==> src/gpioc_pkg.sv <==
package gpioc_pkg;

    // Bank geometry
    localparam int NUM_PORTS = 9;
    localparam int PORT_W    = (NUM_PORTS > 1) ? $clog2(NUM_PORTS) : 1;

    typedef logic [PORT_W-1:0] port_t;

    // Port B carries the weak pull-ups and the change compare
    localparam port_t PORT_B = port_t'(1);

    // Configuration port
    localparam int CFG_ADDR_W = 3;
    localparam int CFG_DATA_W = 32;

    typedef enum logic [0:0] {
        REG_PULLUPS_OFF = 1'b0
    } cfg_reg_e;

    typedef enum logic [1:0] {
        OP_READ   = 2'd0,
        OP_WRITE  = 2'd1,
        OP_SAMPLE = 2'd2
    } op_e;

    typedef enum logic [1:0] {
        KIND_DIR   = 2'd0,
        KIND_LATCH = 2'd1,
        KIND_PINS  = 2'd2,
        KIND_FLAG  = 2'd3
    } kind_e;

    typedef struct packed {
        logic [1:0] op;
        logic [3:0] port_index;
        logic [1:0] reg_kind;
        logic [7:0] write_data;
        logic [7:0] pin_levels;
    } item_t;

    typedef struct packed {
        logic [7:0] read_data;
        logic [7:0] drive_enable;
        logic [7:0] drive_level;
        logic [7:0] pullup_on;
        logic       change_flag;
    } result_t;

endpackage

==> src/gpioc_cfg.sv <==
module gpioc_cfg (
    input  logic                             clk,
    input  logic                             rst_n,
    input  logic                             psel,
    input  logic                             penable,
    input  logic                             pwrite,
    input  logic [gpioc_pkg::CFG_ADDR_W-1:0] paddr,
    input  logic [gpioc_pkg::CFG_DATA_W-1:0] pwdata,
    output logic [gpioc_pkg::CFG_DATA_W-1:0] prdata,
    output logic                             pready,
    output logic                             pullups_off
);
    import gpioc_pkg::*;

    logic     pullups_off_reg;
    logic     pullups_off_next;
    cfg_reg_e reg_sel;
    logic     wr_en;

    // Word address: drop the byte offset
    assign reg_sel = cfg_reg_e'(paddr[CFG_ADDR_W-1:2]);
    assign wr_en   = psel && penable && pwrite;

    always_comb
    begin
        pullups_off_next = pullups_off_reg;
        if (wr_en && (reg_sel == REG_PULLUPS_OFF))
        begin
            pullups_off_next = pwdata[0];
        end
    end

    always_ff @(posedge clk or negedge rst_n)
    begin
        if (!rst_n)
        begin
            pullups_off_reg <= 1'b1;
        end
        else
        begin
            pullups_off_reg <= pullups_off_next;
        end
    end

    always_comb
    begin
        prdata = '0;
        if (reg_sel == REG_PULLUPS_OFF)
        begin
            prdata[0] = pullups_off_reg;
        end
    end

    assign pready      = 1'b1;
    assign pullups_off = pullups_off_reg;

endmodule

==> src/gpioc_bank.sv <==
module gpioc_bank (
    input  logic                clk,
    input  logic                rst_n,
    input  logic                process,
    input  gpioc_pkg::item_t    item,
    input  logic                pullups_off,
    output gpioc_pkg::result_t  result
);
    import gpioc_pkg::*;

    logic [7:0] dir_reg   [NUM_PORTS];
    logic [7:0] latch_reg [NUM_PORTS];
    logic [7:0] samp_reg  [NUM_PORTS];
    logic [3:0] last_read_reg;
    logic [3:0] last_read_next;
    logic       flag_reg;
    logic       flag_next;

    port_t      p;
    logic       is_b;
    logic       dir_we;
    logic       latch_we;
    logic       samp_we;
    logic       flag_we;
    logic       pins_read;
    logic [7:0] rd;
    logic [7:0] pin_p;
    logic [7:0] dir_p_new;
    logic [7:0] latch_p_new;
    logic [7:0] dir_b_new;
    logic [7:0] latch_b_new;
    logic [7:0] samp_b_new;
    logic [7:0] pin_b_new;
    logic       flag_mid;
    logic       mismatch;

    // Out-of-range port falls back to port A
    assign p    = (int'(item.port_index) < NUM_PORTS) ? item.port_index[PORT_W-1:0] : '0;
    assign is_b = (p == PORT_B);

    assign pin_p = (latch_reg[p] & ~dir_reg[p]) | (samp_reg[p] & dir_reg[p]);

    always_comb
    begin
        dir_we    = 1'b0;
        latch_we  = 1'b0;
        samp_we   = 1'b0;
        flag_we   = 1'b0;
        pins_read = 1'b0;
        rd        = '0;
        unique case (item.op)
            OP_READ:
            begin
                unique case (item.reg_kind)
                    KIND_DIR:   rd = dir_reg[p];
                    KIND_LATCH: rd = latch_reg[p];
                    KIND_PINS:
                    begin
                        rd        = pin_p;
                        pins_read = 1'b1;
                    end
                    KIND_FLAG:  rd = {7'd0, flag_reg};
                endcase
            end
            OP_WRITE:
            begin
                unique case (item.reg_kind)
                    KIND_DIR:   dir_we   = 1'b1;
                    KIND_LATCH: latch_we = 1'b1;
                    KIND_PINS:  latch_we = 1'b1;
                    KIND_FLAG:  flag_we  = 1'b1;
                endcase
            end
            OP_SAMPLE: samp_we = 1'b1;
            default: ;
        endcase
    end

    // State as it stands after this transaction
    assign dir_p_new   = dir_we   ? item.write_data : dir_reg[p];
    assign latch_p_new = latch_we ? item.write_data : latch_reg[p];
    assign dir_b_new   = (dir_we   && is_b) ? item.write_data : dir_reg[PORT_B];
    assign latch_b_new = (latch_we && is_b) ? item.write_data : latch_reg[PORT_B];
    assign samp_b_new  = (samp_we  && is_b) ? item.pin_levels : samp_reg[PORT_B];

    assign last_read_next = (pins_read && is_b) ? rd[7:4] : last_read_reg;
    assign flag_mid       = flag_we ? item.write_data[0] : flag_reg;

    // Compare port B input pins 7..4 against the value seen at the last read
    assign pin_b_new = (latch_b_new & ~dir_b_new) | (samp_b_new & dir_b_new);
    assign mismatch  = |((pin_b_new[7:4] ^ last_read_next) & dir_b_new[7:4]);
    assign flag_next = flag_mid | mismatch;

    always_comb
    begin
        result.read_data    = rd;
        result.drive_enable = ~dir_p_new;
        result.drive_level  = latch_p_new & ~dir_p_new;
        result.pullup_on    = pullups_off ? 8'd0 : dir_b_new;
        result.change_flag  = flag_next;
    end

    always_ff @(posedge clk or negedge rst_n)
    begin
        if (!rst_n)
        begin
            for (int i = 0; i < NUM_PORTS; i++)
            begin
                dir_reg[i]   <= 8'hFF;
                latch_reg[i] <= 8'h00;
                samp_reg[i]  <= 8'h00;
            end
            last_read_reg <= '0;
            flag_reg      <= 1'b0;
        end
        else if (process)
        begin
            if (dir_we)
            begin
                dir_reg[p] <= item.write_data;
            end
            if (latch_we)
            begin
                latch_reg[p] <= item.write_data;
            end
            if (samp_we)
            begin
                samp_reg[p] <= item.pin_levels;
            end
            last_read_reg <= last_read_next;
            flag_reg      <= flag_next;
        end
    end

endmodule

==> src/gpio_ports_with_change_interrupt.sv <==
// Path: an accepted transaction waits in the input register, passes through the port
//   bank logic into the result register and is presented from there.
// Throughput: one transaction per cycle while the result side is not stalled, set by
//   the single input-register to result-register pass through the port bank logic.
// Reset (rst_n, asynchronous, active low): every pin input, latches and samples zero,
//   change flag clear, pull-ups disabled, both pipeline stages empty.
module gpio_ports_with_change_interrupt (
    input  logic                             clk,
    input  logic                             rst_n,
    // Item channel
    input  logic                             item_valid,
    output logic                             item_stall,
    input  gpioc_pkg::item_t                 item,
    // Result channel
    output logic                             result_valid,
    input  logic                             result_stall,
    output gpioc_pkg::result_t               result,
    // Configuration port
    input  logic                             psel,
    input  logic                             penable,
    input  logic                             pwrite,
    input  logic [gpioc_pkg::CFG_ADDR_W-1:0] paddr,
    input  logic [gpioc_pkg::CFG_DATA_W-1:0] pwdata,
    output logic [gpioc_pkg::CFG_DATA_W-1:0] prdata,
    output logic                             pready
);
    import gpioc_pkg::*;

    // Input register: holds the transaction waiting to be processed
    logic    s1_valid_reg;
    logic    s1_valid_next;
    item_t   s1_item_reg;

    // Result register
    logic    out_valid_reg;
    logic    out_valid_next;
    result_t out_result_reg;

    logic    advance;
    logic    process;
    logic    take;
    logic    pullups_off;
    result_t bank_result;

    // Advance whenever the result register is empty or being drained this cycle
    assign advance    = !out_valid_reg || !result_stall;
    assign process    = s1_valid_reg && advance;
    // Stall only while a transaction sits in the input register and cannot move
    assign item_stall = s1_valid_reg && !advance;
    assign take       = item_valid && !item_stall;

    gpioc_cfg u_cfg (
        .clk         (clk),
        .rst_n       (rst_n),
        .psel        (psel),
        .penable     (penable),
        .pwrite      (pwrite),
        .paddr       (paddr),
        .pwdata      (pwdata),
        .prdata      (prdata),
        .pready      (pready),
        .pullups_off (pullups_off)
    );

    // Port state and the single-pass read, write, sample and change compare
    gpioc_bank u_bank (
        .clk         (clk),
        .rst_n       (rst_n),
        .process     (process),
        .item        (s1_item_reg),
        .pullups_off (pullups_off),
        .result      (bank_result)
    );

    always_comb
    begin
        s1_valid_next  = s1_valid_reg;
        out_valid_next = out_valid_reg;
        if (advance)
        begin
            out_valid_next = s1_valid_reg;
            s1_valid_next  = 1'b0;
        end
        if (take)
        begin
            s1_valid_next = 1'b1;
        end
    end

    always_ff @(posedge clk or negedge rst_n)
    begin
        if (!rst_n)
        begin
            s1_valid_reg  <= 1'b0;
            out_valid_reg <= 1'b0;
        end
        else
        begin
            s1_valid_reg  <= s1_valid_next;
            out_valid_reg <= out_valid_next;
        end
    end

    // Payload: load on acceptance and on processing, no reset needed
    always_ff @(posedge clk)
    begin
        if (take)
        begin
            s1_item_reg <= item;
        end
        if (process)
        begin
            out_result_reg <= bank_result;
        end
    end

    assign result_valid = out_valid_reg;
    assign result       = out_result_reg;

endmodule

==> config.mk <==
export PLATFORM = sky130hd
export DESIGN_NAME = gpio_ports_with_change_interrupt
export DESIGN_NICKNAME = d
export VERILOG_FILES = /design/src/gpioc_pkg.sv /design/src/gpioc_cfg.sv /design/src/gpioc_bank.sv /design/src/gpio_ports_with_change_interrupt.sv
export SDC_FILE = /design/constraint.sdc
export NUM_CORES = 1
export LEC_CHECK = 0
export ABC_CLOCK_PERIOD_IN_PS = 3820
export BUFFER_PORTS_ARGS = -buffer_cell sky130_fd_sc_hd__clkbuf_2
export CAP_MARGIN = 25
export CORE_AREA = 5 5 157 159
export DETAILED_ROUTE_END_ITERATION = 10
export DIE_AREA = 0 0 162 164
export PLACE_DENSITY = 0.75
export SLEW_MARGIN = 20
export SYNTH_ARGS = -nofsm -noshare
export SYNTH_HDL_FRONTEND = slang
export SYNTH_SLANG_ARGS = --single-unit
==> constraint.sdc <==
create_clock -name clk -period 3.82 [get_ports clk]
set_input_delay 0.191 -clock clk [delete_from_list [all_inputs] [get_ports clk]]
set_output_delay 0.191 -clock clk [all_outputs]
set_load 0.005 [all_outputs]
==> impl_metrics.py <==
metrics = {
    "synth": {
        "synth_compound_area_frac": 0.0844,
        "synth_xor_area_frac": 0.00329,
        "synthAdderAreaFrac": 0.00470,
        "syn_inst": 1016,
        "synthSimpleGateAreaFrac": 0.0701,
        "ys_seq_area_frac": 0.557,
        "postSynthRegisterBits": 281,
        "synth-edff-count": 57,
        "yosysUniqueCellTypes": 76,
        "synth_area_sq_um": 13300,
        "synthMuxAreaShare": 0.238,
        "synth_top_family_by_area": "multiplexers",
        "ys_warn_count": 0,
        "synthArstFlopShare": 0.797,
        "ys.flop_type": "dfrtp_1",
        "syn_avg_cell_area_sq_um": 13.1,
    },
    "power_and_ir_drop": {
        "switching_share": 0.247,
        "p_seq_frac": 0.485,
        "p_switching_w": 0.00186,
        "powerDensity_nw_per_um2": 494,
        "power.internal_w": 0.00567,
        "clockPowerShare": 0.387,
        "vdd_drop_max_mv": 0.299,
        "pwr-share-comb": 0.128,
        "p_leak_nw": 6.76,
    },
    "sta": {
        "tightest_slew_ps": 977,
        "rsz0062_at_grt": "false",
        "drv_slew": 0,
        "tns_ps": 0,
        "hold_violations": 0,
        "setup_viol": 0,
        "fin_crit_sh": 0.842,
        "relSlewSlack": 0.349,
        "fin_crit_ps": 3220,
        "finalClockSkew_ps": 20.0,
        "fmax_ghz": 0.311,
    },
    "clock_network": {
        "ctsResizeCount": 0,
        "cts_tree": "yes",
        "clockBufferDepth": 3,
        "insertion_delay_ps": 550,
        "cts.clk_slew.worst_paths_ps": 60,
        "post_cts_buffers": 0,
        "cts-root-buf": "clkbuf_16",
        "numCtsBuffers": 29,
        "clock-sinks": 281,
        "cts_hold_buf": 30,
        "htreeDepth": 1,
    },
    "global_route": {
        "grt_pass1_wl_um": 54200,
        "global_route.usage.total": 0.263,
        "grt_pass1_vias": 9235,
        "grt_antenna_before_repair": 1,
        "grt_max_degree": 126,
        "grt_overflow": 0,
    },
    "cells_and_area": {
        "nets": 1194,
        "drive_gt1_frac": 0.425,
        "design_area_sq_um": 15300,
        "syn_to_final_growth_pct": 14.7,
        "antenna-diode-count": 0,
    },
    "critical_path": {
        "crit_family": "simple AND/OR/NAND/NOR gates",
        "criticalPathCategory": "register to register",
        "crit_path_top_delay_cell": "edfxtp_1",
        "worstPathMaxFanout": 15,
        "arrival_ps": 3670,
        "crit_path_cell_trace": "buf_4, or4b_1, o2bb2ai_2, nor4_1, nor2b_1, o32a_1, or4_1, and4_1, a31oi_1",
        "cp.required_ps": 4270,
        "critPathLaunchType": "register",
        "critical_path_buf_inv_count": 1,
        "max_stage_delay_ps": 640,
        "cp-end-kind": "register",
    },
    "placed_design": {
        "gp_congestion": 0.907,
        "dpl_cell_area_sq_um": 14000,
        "hpwl_um": 23100,
        "io_buffer_count": 68,
    },
    "detailed_routing": {
        "drt-pass1-iter-count": 5,
        "drt-initial-drc-count": 877,
        "antenna_left": 0,
        "wl_um": 34500,
        "drt-wirelength-per-cell_um": 24.1,
        "viasPerCell": 6.21,
        "route.detailed.drc": 0,
        "via_count": 8907,
    },
    "floorplanning": {
        "design.core.area_sq_um": 23100,
        "start_util": 0.575,
        "dieArea_sq_um": 26600,
        "die_w_um": 162,
        "pin_count": 134,
        "dieHeight_um": 164,
        "row_count": 56,
    },
    "run": {
        "cap_violations": 0,
    },
    "min_path": {
        "hold_path.class": "primary input to async pin",
    },
    "outcome": {
        "status": "complete, no violations",
    },
}
[area by class of cell]
class,count,area [sq um]
Fill cell,1672,7860
Clock inverter,5,100
Multi-Input combinational cell,660,5450
Sequential cell,281,7410
Tap cell,290,363
Timing Repair Buffer,142,1020
Inverter,9,33.8
Clock buffer,48,888
[cells in the final DEF, fill, tap and decap left out, types with 5 or more instances in the layout]
| cell | netlist | final |
|---|---|---|
| a21oi_1 | 20 | 20 |
| a22oi_1 | 10 | 10 |
| a31oi_1 | 6 | 6 |
| and2_1 | 12 | 12 |
| buf_4 | 35 | 41 |
| clkbuf_1 | 40 | 11 |
| clkbuf_16 | 0 | 30 |
| clkbuf_2 | 0 | 67 |
| clkbuf_8 | 0 | 7 |
| conb_1 | 2 | 32 |
| dfrtp_1 | 151 | 151 |
| dfstp_2 | 73 | 73 |
| dlygate4sd3_1 | 0 | 30 |
| edfxtp_1 | 57 | 57 |
| ha_1 | 5 | 5 |
| inv_1 | 8 | 8 |
| mux2_2 | 232 | 232 |
| mux2i_1 | 28 | 28 |
| mux4_2 | 11 | 11 |
| nand2_1 | 55 | 55 |
| nand2b_1 | 8 | 8 |
| nand3_1 | 22 | 22 |
| nor2_1 | 36 | 36 |
| nor2b_1 | 6 | 5 |
| nor3_1 | 5 | 5 |
| o211ai_1 | 6 | 6 |
| o21ai_0 | 34 | 34 |
| o21ai_1 | 5 | 5 |
| o221ai_1 | 6 | 6 |
| o22a_1 | 6 | 6 |
| o22ai_1 | 37 | 37 |
[power by group through the flow]
| stage | combinational [W] | clock, W | sequential (W) |
|---|---|---|---|
| finish | 0.000966 | 0.00291 | 0.00365 |
| floorplan | 0.000667 | 0 | 0.00359 |
| global route | 0.00105 | 0.00308 | 0.00368 |
| CTS | 0.000960 | 0.00294 | 0.00364 |
| global placement | 0.000903 | 0 | 0.00367 |
| detailed placement | 0.000927 | 0 | 0.00369 |
[cell usage after synthesis, drive strengths merged (10+ instances only)]
library cell	number	area [sq um]
mux2	234	2640
edfxtp	57	1710
o22ai	37	231
buf	56	377
mux4	11	248
nor2	39	154
mux2i	28	280
a21oi	20	100
nand2	55	206
a22oi	10	75.1
dfstp	73	1920
and2	12	75.1
clkbuf	40	150
dfrtp	151	3780
o21ai	39	195
nand3	22	110
[worst paths after layout]
path	startpoint	endpoint	slack (ps)	cells past startpoint
min	rst_n	u_bank.samp_reg[59]	330	2
max in group asynchronous	rst_n	u_bank.dir_reg[20]	2360	3
max reg2reg	s1_item_reg[18]	u_bank.flag_reg	600	9
min in group clk	item[19]	s1_item_reg[19]	340	2
max	s1_item_reg[18]	u_bank.flag_reg	600	9
min reg2reg	u_bank.latch_reg[21]	u_bank.latch_reg[21]	500	1
[cell families after synthesis]
| logic type | Yosys count |
|---|---|
| buf+inv | 105 |
| simple gates | 179 |
| fa+ha+maj | 5 |
| compound gates | 166 |
| mux | 273 |
| flops | 281 |
| xor+xnor | 5 |
| other cells | 2 |
[metal layers]
| metal | global-route usage | share of wire |
|---|---|---|
| met1 | 0.359 | 0.42 |
| met2 | 0.425 | 0.46 |
| met3 | 0.0497 | 0.078 |
| met4 | 0.0938 | 0.035 |
| met5 | 0 | 0.00038 |
[metrics by stage]
stage | power (W) | util | setup WS (ps) | cells | hold WS, ps
final | 0.00753 | 0.660 | 603 | 1435 | 333
after detailed placement | 0.00462 | 0.604 | 664 | 1352 | 362
after CTS | 0.00754 | 0.660 | 615 | 1435 | 343
after global placement | 0.00458 | 0.604 | 675 | 1352 | 357
after global routing | 0.00781 | 0.660 | 457 | 1435 | 353
after floorplan | 0.00425 | - | 1090 | 1046 | -105
Power figures use the tool's default switching activity.
